<file path="src/design/rmfb_pkg.sv">
package rmfb_pkg;

  // Default frame size, in pixels
  localparam int DEFAULT_FRAME_WIDTH  = 400;
  localparam int DEFAULT_FRAME_HEIGHT = 300;

  // Width of the signed coordinate datapath; it covers a 12-bit coordinate
  // plus a span offset and every rotated form for frames up to 2048 pixels.
  localparam int CW = 14;

  localparam logic [7:0] MASK_MSB   = 8'h80;
  localparam logic [7:0] FILL_BLACK = 8'hFF;
  localparam logic [7:0] FILL_WHITE = 8'h00;
  localparam logic [3:0] SPAN_MAX   = 4'd8;

  typedef enum logic [1:0] {
    FUNC_CLEAR = 2'd0,
    FUNC_PIXEL = 2'd1,
    FUNC_SPAN  = 2'd2,
    FUNC_READ  = 2'd3
  } func_e;

  typedef enum logic [1:0] {
    ROT_0   = 2'd0,
    ROT_90  = 2'd1,
    ROT_180 = 2'd2,
    ROT_270 = 2'd3
  } rot_e;

  // Registered result of the pixel address unit
  typedef struct packed {
    logic       in_frame;
    logic [7:0] mask;
  } pix_info_t;

endpackage

</file>
<file path="src/design/rmfb_pixel_addr.sv">
module rmfb_pixel_addr
  import rmfb_pkg::*;
#(
  parameter int FRAME_WIDTH  = DEFAULT_FRAME_WIDTH,
  parameter int FRAME_HEIGHT = DEFAULT_FRAME_HEIGHT,
  parameter int AW           = 14
) (
  input  logic                 clk_i,
  input  logic                 en_i,
  input  logic [1:0]           rotation_i,
  input  logic signed [CW-1:0] lx_i,
  input  logic signed [CW-1:0] ly_i,
  output logic [AW-1:0]        idx_o,
  output pix_info_t            info_o
);

  localparam int ROW_BYTES = (FRAME_WIDTH + 7) / 8;
  localparam logic signed [CW-1:0] W_S  = CW'(FRAME_WIDTH);
  localparam logic signed [CW-1:0] H_S  = CW'(FRAME_HEIGHT);
  localparam logic signed [CW-1:0] W1_S = CW'(FRAME_WIDTH - 1);
  localparam logic signed [CW-1:0] H1_S = CW'(FRAME_HEIGHT - 1);

  logic signed [CW-1:0] px, py;
  logic                 inside_d;
  logic [AW-1:0]        idx_d;
  logic [7:0]           mask_d;
  logic [AW-1:0]        idx_q;
  pix_info_t            info_q;

  always_comb begin
    unique case (rot_e'(rotation_i))
      ROT_90: begin
        px = W1_S - ly_i;
        py = lx_i;
      end
      ROT_180: begin
        px = W1_S - lx_i;
        py = H1_S - ly_i;
      end
      ROT_270: begin
        px = ly_i;
        py = H1_S - lx_i;
      end
      default: begin
        px = lx_i;
        py = ly_i;
      end
    endcase
  end

  assign inside_d = (px >= 0) && (px < W_S) && (py >= 0) && (py < H_S);
  // Byte index is only meaningful when the pixel is inside the frame
  assign idx_d    = AW'(px[CW-2:3]) + AW'(py[CW-2:0]) * AW'(ROW_BYTES);
  assign mask_d   = MASK_MSB >> px[2:0];

  always_ff @(posedge clk_i) begin
    if (en_i) begin
      idx_q       <= idx_d;
      info_q.in_frame <= inside_d;
      info_q.mask     <= mask_d;
    end
  end

  assign idx_o  = idx_q;
  assign info_o = info_q;

endmodule

</file>
<file path="config.mk">
export PLATFORM = sky130hd
export DESIGN_NAME = rmfb_pixel_addr
export DESIGN_NICKNAME = d
export VERILOG_FILES = /design/src/design/rmfb_pkg.sv /design/src/design/rmfb_pixel_addr.sv
export SDC_FILE = /design/constraint.sdc
export NUM_CORES = 1
export LEC_CHECK = 0
export BUFFER_PORTS_ARGS = -buffer_cell sky130_fd_sc_hd__clkbuf_2
export CELL_PAD_IN_SITES_DETAIL_PLACEMENT = 1
export CELL_PAD_IN_SITES_GLOBAL_PLACEMENT = 1
export CORE_MARGIN = 4
export CORE_UTILIZATION = 39
export CTS_BUF_LIST = sky130_fd_sc_hd__clkbuf_16
export DETAILED_ROUTE_END_ITERATION = 16
export PLACE_DENSITY = 0.76
export SYNTH_ARGS = -nofsm -noshare
export SYNTH_HDL_FRONTEND = slang
export SYNTH_SLANG_ARGS = --single-unit
</file>
<file path="constraint.sdc">
create_clock -name clk_i -period 5.6 [get_ports clk_i]
set_input_delay 1.12 -clock clk_i [delete_from_list [all_inputs] [get_ports clk_i]]
set_output_delay 1.12 -clock clk_i [all_outputs]
set_load 0.01 [all_outputs]
</file>
==> results.toml, run 1 <==
[sta]
totalNegativeSetupSlack_ns = 0
slew_headroom_pct = 53.9
fmax_ghz = 0.199
min_period_ns = 5.04
worstMarginPinSlew_ns = 0.690
finalHoldViolations = 0
postLayoutSetupSlackWorst_ns = 0.564
fin_crit_sh_pct = 89.9
drv_slew = 0
rsz0062_at_grt = "no"
report.final.setup_viol = 0
hold_ws_ns = 1.43

[yosys]
yosys.cell_types.count = 57
ys_top_cells_by_area = "sky130_fd_sc_hd__edfxtp_1, sky130_fd_sc_hd__ha_1, sky130_fd_sc_hd__xnor2_1"
number_of_flip_flops_and_latches_in_the_synthesized_netlist = 23
edff_count_synth = 23
synth_flop_cell = "sky130_fd_sc_hd__edfxtp_1"
synthTopCellsByCount = "sky130_fd_sc_hd__inv_1, sky130_fd_sc_hd__ha_1, sky130_fd_sc_hd__nand2_1"
synth_top_area_share_pct = 20.7
mean_syn_cell_area_um2 = 8.61
synth_largest_area_cell = "sky130_fd_sc_hd__edfxtp_1"
total_standard_cell_area_after_synthesis_mm2 = 0.00334
yosysMostFrequentCell = "sky130_fd_sc_hd__inv_1"
netlist_instances = 388
syn_nets = 469
synth-async-reset-ratio_pct = 0
ys_seq_area_share_pct = 20.7
ys_warn_count = 0

[drt]
vias_per_cell = 5.49
drtPass1Iterations = 4
number_of_drc_markers_in_iteration_0 = 62
drc = 0
antenna_left = 0
vias = 2984
routed_wl_um = 9030
route.detailed.wl_per_inst_um = 16.6

[flow_run]
timing.max_cap.violations = 0

[critical_path]
crit_path_start_kind = "input port"
worstPathCellList = "clkbuf_2 > inv_1 > nor2_1 > xnor2_1 > nand2_1 > and2_1 > ha_1 > ha_1 > inv_1 > fa_1 > inv_1 > ha_1 > nor2b_1 > o21ai_0 > nor2b_1 > xnor2_1 > ha_1 > a21oi_1 > a21oi_1 > nand4_1 > xnor2_1"
worst-path-buf-inv = 4
crit_path_top_delay_cell = "sky130_fd_sc_hd__fa_1"
arrival_time_of_the_worst_setup_path_ns = 5.04
critical-path-top-cell-by-count = "sky130_fd_sc_hd__ha_1"
crit_path_max_fanout = 10
worst_setup_end_kind = "flip-flop"
crit_required_ns = 5.60
path_class = "input port to flip-flop"
cp_top_family = "adder cells"
cp_slowest_stage_delay_ns = 0.50

[die]
initial_core_util_pct = 40.5
die_height_um = 101
die_area_mm2 = 0.0101
row_count = 33
ios = 55
core-area_mm2 = 0.00826
die_width_um = 101

[layout]
finish.utilization_pct = 46.2
finalNetCount = 521
antenna_cells_inserted = 0
area_growth_pct = 14.2
post_route_cells_drive_above_1_share_pct = 18.0

[place]
place.gp.congestion = 0.854
portBuffers = 54
hpwlAfterDp_um = 7590
pre_cts_slack_ns = 0.335

[global_route]
groute.usage.overall_pct = 18.9
first_global_vias = 3154
grt_overflow = 0
grt_pass1_wl_um = 15600
grt_max_degree = 30
initial_antenna_violation_count = 0

[outcome]
outcome = "finished, final reports clean"

[power]
total_leakage_power_nw = 1.76
design_power_total_mw = 1.54
power.ir.vdd_worst_mv = 0.158
p_per_area_mw_per_mm2 = 403

[worst_hold_path]
hold_path.class = "input port to flip-flop"

[cts]
clock_sink_count = 23
numCtsBuffers = 3
root_buffer = "sky130_fd_sc_hd__clkbuf_16"
holdBufCountCts = 0
tritoncts_clock_tree = "yes"
h_tree_level_count = 1
clkTransAtPathRegs_ns = 0.06
ctsLongestPathBuffers = 2
post_cts_resized = 0
post_cts_setup_buffer_count = 0
placed cells by master, fill, tap and decap left out, types with 3 or more instances in the layout:
cell type                   netlist  routed
sky130_fd_sc_hd__nor3_1           6       6
sky130_fd_sc_hd__o32ai_1          4       4
sky130_fd_sc_hd__mux2i_1         21      21
sky130_fd_sc_hd__o21bai_1         3       3
sky130_fd_sc_hd__clkbuf_2         0      54
sky130_fd_sc_hd__a21o_1           5       5
sky130_fd_sc_hd__nand2_1         31      31
sky130_fd_sc_hd__buf_4            1       9
sky130_fd_sc_hd__xnor2_1         27      27
sky130_fd_sc_hd__fa_1             8       8
sky130_fd_sc_hd__nand2b_1         3       3
sky130_fd_sc_hd__nor4_1           3       3
sky130_fd_sc_hd__and2_1           3       3
sky130_fd_sc_hd__edfxtp_1        23      23
sky130_fd_sc_hd__mux2_2           4       4
sky130_fd_sc_hd__inv_1           42      42
sky130_fd_sc_hd__o31ai_1          6       6
sky130_fd_sc_hd__a21oi_1         20      20
sky130_fd_sc_hd__a211oi_1         3       3
sky130_fd_sc_hd__clkbuf_16        0       3
sky130_fd_sc_hd__nor2_1          29      29
sky130_fd_sc_hd__o21ai_0         20      20
sky130_fd_sc_hd__xor2_1          16      16
sky130_fd_sc_hd__o41ai_1          3       3
sky130_fd_sc_hd__ha_1            41      41
sky130_fd_sc_hd__nor2b_1          6       6
sky130_fd_sc_hd__nand3_1          8       8
state kept, by name, summed over array words and instances (netlist names):
signal	cells
info_o	9
idx_o	14
per-stage QoR:
| stage | cell area [um^2] | instances |
|---|---|---|
| after CTS | 3810 | 544 |
| after detailed placement | 3730 | 540 |
| after global routing | 3810 | 544 |
| after floorplan | 3340 | 388 |
| final | 3810 | 544 |
| after global placement | 3730 | 540 |
cell families after synthesis:
logic type,after synthesis,share of synthesized area [%]
and+or+nand+nor,103,14.9
xor gates and xnor gates,43,11.3
adders and majority gates,49,20.1
DFF,23,20.7
AOI/OAI and AO/OA,86,17.9
muxes,26,8.05
buffers and inverters,58,7.04
layer usage:
metal	track usage (%)	part of all wire, %	vias to the layer above
met3	1.18	3.5	8
li1	-	-	1476
met1	24.5	44	1443
met5	0	0	-
met2	34.8	51	57
met4	3.52	0.86	0
final cells by class:
cell class	instances	area [um^2]
sequential	23	691
fill	1054	4440
clock buffer	3	75.1
timing repair buffer	63	338
tap	105	131
inverter	42	158
multi-input combinational	307	2410
clock inverter	1	7.51
where the power goes:
group / internal (mW) / total (mW) / switching [mW]
sequential: 0.297 / 0.309 / 0.0120
combinational: 0.476 / 1.08 / 0.599
clock: 0.0966 / 0.152 / 0.0555
total: 0.869 / 1.54 / 0.667
final timing paths:
| path | from | endpoint | slack [ns] | cells past startpoint |
|---|---|---|---|---|
| max | rotation_i[1] | idx_o[13]$_DFFE_PP_ | 0.56 | 21 |
| min | lx_i[3] | idx_o[0]$_DFFE_PP_ | 1.43 | 3 |
No activity file was read; power rests on OpenSTA's default activity.
==> inputs of run 2 (changes only) <==
==> constraint.sdc (replaced) <==
create_clock -name clk_i -period 5.6 [get_ports clk_i]
set_input_delay 0.84 -clock clk_i [delete_from_list [all_inputs] [get_ports clk_i]]
set_output_delay 0.84 -clock clk_i [all_outputs]
set_load 0.01 [all_outputs]
==> run 2 against run 1 <==
  * Non-clock buffer count down 2
  * Critical endpoint is now idx_o[9]$_DFFE_PP_
  * Power down 0.57%
  * Clock power down 3%
  * Sequential share of layout area up 0.084 points
  * Final area down 0.46%
  * Setup slack worse by 0.072 ns
  * Maximum frequency down 1.4%
  * Worst hold slack worse by 0.27 ns
  * Sequential cell count unchanged
  * Die area unchanged
  * Largest power group unchanged
==> results.toml, run 2 (same netlist as run 1, synthesis figures left out) <==
[die]
initial_core_util_pct = 40.5
ios = 55
core-area_mm2 = 0.00826
row_count = 33
die_area_mm2 = 0.0101
die_height_um = 101
die_width_um = 101

[place]
hpwlAfterDp_um = 7670
place.gp.congestion = 0.912
placedInstanceArea_mm2 = 0.00372
place.detailed.instances = 538
portBuffers = 54

[layout]
post_route_cells_drive_above_1_share_pct = 17.6
final_common_cell = "sky130_fd_sc_hd__clkbuf_2"
finish.utilization_pct = 46.0
largest_reg_flops = 14
most-common-layout-cells = "sky130_fd_sc_hd__clkbuf_2, sky130_fd_sc_hd__inv_1, sky130_fd_sc_hd__ha_1"
instances_no_fill = 542
antenna_cells_inserted = 0
final_area_mm2 = 0.00380
area_growth_pct = 13.7
finalNetCount = 519

[drt]
vias_per_cell = 5.46
route.detailed.wl_per_inst_um = 16.6
routed_wl_um = 8990
number_of_drc_markers_in_iteration_0 = 73
vias = 2960
antenna_left = 0
drc = 0
drtPass1Iterations = 4

[critical_path]
crit_path_start_kind = "input port"
crit_path_max_fanout = 16
arrival_time_of_the_worst_setup_path_ns = 5.11
path_class = "input port to flip-flop"
crit_required_ns = 5.60
crit_path_top_delay_cell = "sky130_fd_sc_hd__o311ai_0"
worst_setup_end_kind = "flip-flop"
cp_top_family = "compound AO/OA/AOI/OAI gates"
worstPathCellList = "clkbuf_2 > buf_4 > nor2b_1 > mux2i_2 > ha_1 > inv_1 > a211oi_1 > a21oi_1 > or3_1 > o21a_1 > ha_1 > a21boi_0 > o311ai_0 > nand2b_1 > a21oi_1 > xnor2_1"
cp_slowest_stage_delay_ns = 0.59
worst-path-buf-inv = 3

[global_route]
grt_overflow = 0
busiest_layer = "met2"
groute.usage.overall_pct = 18.5
global_route.usage.met3_pct = 2.08
met2_usage_pct = 34.8
grt_max_degree = 24
grtUsageMet1_pct = 22.5
initial_antenna_violation_count = 0
grt_pass1_wl_um = 15300
first_global_vias = 3179

[outcome]
outcome = "finished, final reports clean"

[cts]
numCtsBuffers = 3
clkTransAtPathRegs_ns = 0.06
clock_sink_count = 23
tritoncts_clock_tree = "yes"
root_buffer = "sky130_fd_sc_hd__clkbuf_16"
ctsLongestPathBuffers = 2
post_cts_setup_buffer_count = 0
h_tree_level_count = 1
post_cts_resized = 0
holdBufCountCts = 0

[flow_run]
timing.max_cap.violations = 0

[sta]
fmax_ghz = 0.196
report.final.setup_viol = 0
finalHoldViolations = 0
fin_crit_sh_pct = 91.2
rsz0062_at_grt = "no"
totalNegativeSetupSlack_ns = 0
slew_headroom_pct = 52.9
worstMarginPinSlew_ns = 0.705
min_period_ns = 5.11
drv_slew = 0
hold_ws_ns = 1.16

[power]
p_per_area_mw_per_mm2 = 402
total_leakage_power_nw = 1.76
power.ir.vdd_worst_mv = 0.164

[worst_hold_path]
hold_path.class = "input port to flip-flop"
-- run 2: changes by cell type in the layout (fill, tap and decap cells not counted), sizes merged --
cell      previous run  this run
buf                  9         7
clkinv               0         1
clkinvlp             1         0
-- run 2: power by group --
group	total [mW]	switching [mW]	internal, mW	leakage (nW)
Sequential	0.309	0.0122	0.297	0.223
Combinational	1.07	0.598	0.473	1.49
Clock	0.148	0.0525	0.0958	0.0409
Total	1.53	0.662	0.865	1.76
-- run 2: worst paths after layout --
| kind | startpoint | to | slack (ns) | cells past startpoint |
|---|---|---|---|---|
| worst max-delay path | rotation_i[1] | idx_o[9]$_DFFE_PP_ | 0.49 | 16 |
| worst min-delay path | lx_i[4] | idx_o[1]$_DFFE_PP_ | 1.16 | 3 |
-- run 2: final cells by class --
type | count | area (um^2)
tap | 105 | 131
clock buffer | 3 | 75.1
inverter | 42 | 158
multi-input combinational | 307 | 2410
fill | 1025 | 4460
timing repair buffer | 61 | 323
clock inverter | 1 | 5.00
sequential | 23 | 691
-- run 2: per-stage QoR --
stage	power (mW)	worst slack [ns]
global placement	1.33	0.375
CTS	1.55	0.483
floorplan	1.12	0.271
finish	1.53	0.492
detailed placement	1.39	0.249
global route	1.69	0.0847
-- run 2: metal layers --
| metal | routed length (um) | part of all wire, % |
|---|---|---|
| met4 | 109 | 1.2 |
| met1 | 3980 | 44 |
| met5 | 0 | 0 |
| met2 | 4600 | 51 |
| met3 | 293 | 3.3 |
==> inputs of run 3 (changes only) <==
- CTS_BUF_LIST: sky130_fd_sc_hd__clkbuf_16 -> unset
==> run 3 against run 2 <==
  * Non-clock buffer count is the same
  * Combinational power about the same
  * Sequential share of layout area rose by 0.16 points
  * Critical path depth is the same
==> results.toml, run 3 (same netlist as run 1, synthesis figures left out) <==
[power]
total_leakage_power_nw = 1.74
p_per_area_mw_per_mm2 = 392
power.ir.vdd_worst_mv = 0.164
power.net_switching_mw = 0.656
power_frac_seq_pct = 20.9
p_clk_share_pct = 6.7
cell_internal_pwr_mw = 0.818
switching_share_pct = 44.5
design_power_total_mw = 1.47
power_frac_comb_pct = 72.4

[die]
initial_core_util_pct = 40.5
row_count = 33
die_width_um = 101
core-area_mm2 = 0.00826
ios = 55
die_area_mm2 = 0.0101
die_height_um = 101

[sta]
fmax_ghz = 0.197
drv_slew = 0
postLayoutSetupSlackWorst_ns = 0.533
worstMarginPinSlew_ns = 0.705
min_period_ns = 5.07
report.final.setup_viol = 0
finalHoldViolations = 0
slew_headroom_pct = 52.8
totalNegativeSetupSlack_ns = 0
fin_crit_sh_pct = 90.5
rsz0062_at_grt = "no"

[critical_path]
cp_slowest_stage_delay_ns = 0.61
worst_setup_end_kind = "flip-flop"
worstPathCellList = "clkbuf_2 > buf_4 > nor2b_1 > mux2i_2 > ha_1 > inv_1 > a211oi_1 > a21oi_1 > or3_1 > o21a_1 > ha_1 > a21boi_0 > o311ai_0 > nand2b_1 > a21oi_1 > xnor2_1"
crit_path_top_delay_cell = "sky130_fd_sc_hd__o311ai_0"
crit_path_start_kind = "input port"
crit_path_max_fanout = 16
path_class = "input port to flip-flop"
arrival_time_of_the_worst_setup_path_ns = 5.08
crit_required_ns = 5.61

[layout]
num-fill-cells = 1034
antenna_cells_inserted = 0
area_growth_pct = 12.7
finish.utilization_pct = 45.6
post_route_cells_drive_above_1_share_pct = 17.6
largest_reg_flops = 14
final_common_cell = "sky130_fd_sc_hd__clkbuf_2"
most-common-layout-cells = "sky130_fd_sc_hd__clkbuf_2, sky130_fd_sc_hd__inv_1, sky130_fd_sc_hd__ha_1"
finalNetCount = 519

[global_route]
initial_antenna_violation_count = 0
grt_overflow = 0
grt_pass1_wl_um = 15100
groute.usage.overall_pct = 18.2
first_global_vias = 3151
grt_max_degree = 24

[outcome]
outcome = "finished, final reports clean"

[cts]
holdBufCountCts = 0
clkTransAtPathRegs_ns = 0.07
clock_sink_count = 23
ctsLongestPathBuffers = 2
post_cts_setup_buffer_count = 0
post_cts_resized = 0
tritoncts_clock_tree = "yes"
root_buffer = "sky130_fd_sc_hd__clkbuf_8"
numCtsBuffers = 3
h_tree_level_count = 1

[drt]
vias_per_cell = 5.46
antenna_left = 0
routed_wl_um = 8870
drtPass1Iterations = 4
route.detailed.wl_per_inst_um = 16.4
number_of_drc_markers_in_iteration_0 = 58
vias = 2957
drc = 0

[flow_run]
timing.max_cap.violations = 0

[place]
hpwlAfterDp_um = 7670
place.gp.congestion = 0.912
pre_cts_slack_ns = 0.249
portBuffers = 54

[worst_hold_path]
hold_path.class = "input port to flip-flop"
[run 3: cell types whose count changed in the layout (fill, tap and decap cells not counted)]
cell	delta
sky130_fd_sc_hd__clkbuf_8	+3
sky130_fd_sc_hd__clkbuf_16	-3
[run 3: metal layers]
metal | track usage [%] | part of all wire, %
met3 | 2.08 | 3.3
met4 | 3.83 | 1.2
met5 | 0 | 0
met2 | 33.9 | 51
met1 | 22.3 | 45
[run 3: area by class of cell]
type / instances / area, um^2 / share of cell area, %
Multi-Input combinational cell: 307 / 2410 / 64.2
Timing Repair Buffer: 61 / 323 / 8.58
Tap cell: 105 / 131 / 3.49
Sequential cell: 23 / 691 / 18.4
Clock buffer: 3 / 41.3 / 1.10
Clock inverter: 1 / 5.00 / 0.133
Inverter: 42 / 158 / 4.19
[run 3: path summary, 6_finish.rpt]
| check | startpoint | to | slack (ns) | cells after the start |
|---|---|---|---|---|
| worst max-delay path | rotation_i[1] | idx_o[9]$_DFFE_PP_ | 0.53 | 16 |
| worst min-delay path | lx_i[3] | idx_o[0]$_DFFE_PP_ | 1.16 | 3 |
[run 3: worst max-delay path, delay by kind of cell]
| family | cells | cell delay (ns) |
|---|---|---|
| simple gates | 3 | 1.04 |
| buf+inv | 3 | 0.43 |
| compound gates | 6 | 1.68 |
| mux | 1 | 0.39 |
| xor+xnor | 1 | 0.08 |
| fa+ha+maj | 2 | 0.61 |
[run 3: metrics by stage]
step,instance area (um^2),instances,hold WS (ns)
after global placement,3720,538,1.26
final,3760,542,1.16
after detailed placement,3720,538,1.27
after CTS,3760,542,1.15
after floorplan,3340,388,0.952
after global routing,3760,542,1.16
[run 3: power groups by stage]
| stage | combinational (mW) | sequential, mW | clock [mW] |
|---|---|---|---|
| finish | 1.07 | 0.308 | 0.0981 |
| global route | 1.22 | 0.314 | 0.110 |
| CTS | 1.08 | 0.311 | 0.100 |
| detailed placement | 1.08 | 0.315 | 0 |
| global placement | 1.02 | 0.311 | 0 |
| floorplan | 0.784 | 0.340 | 0 |
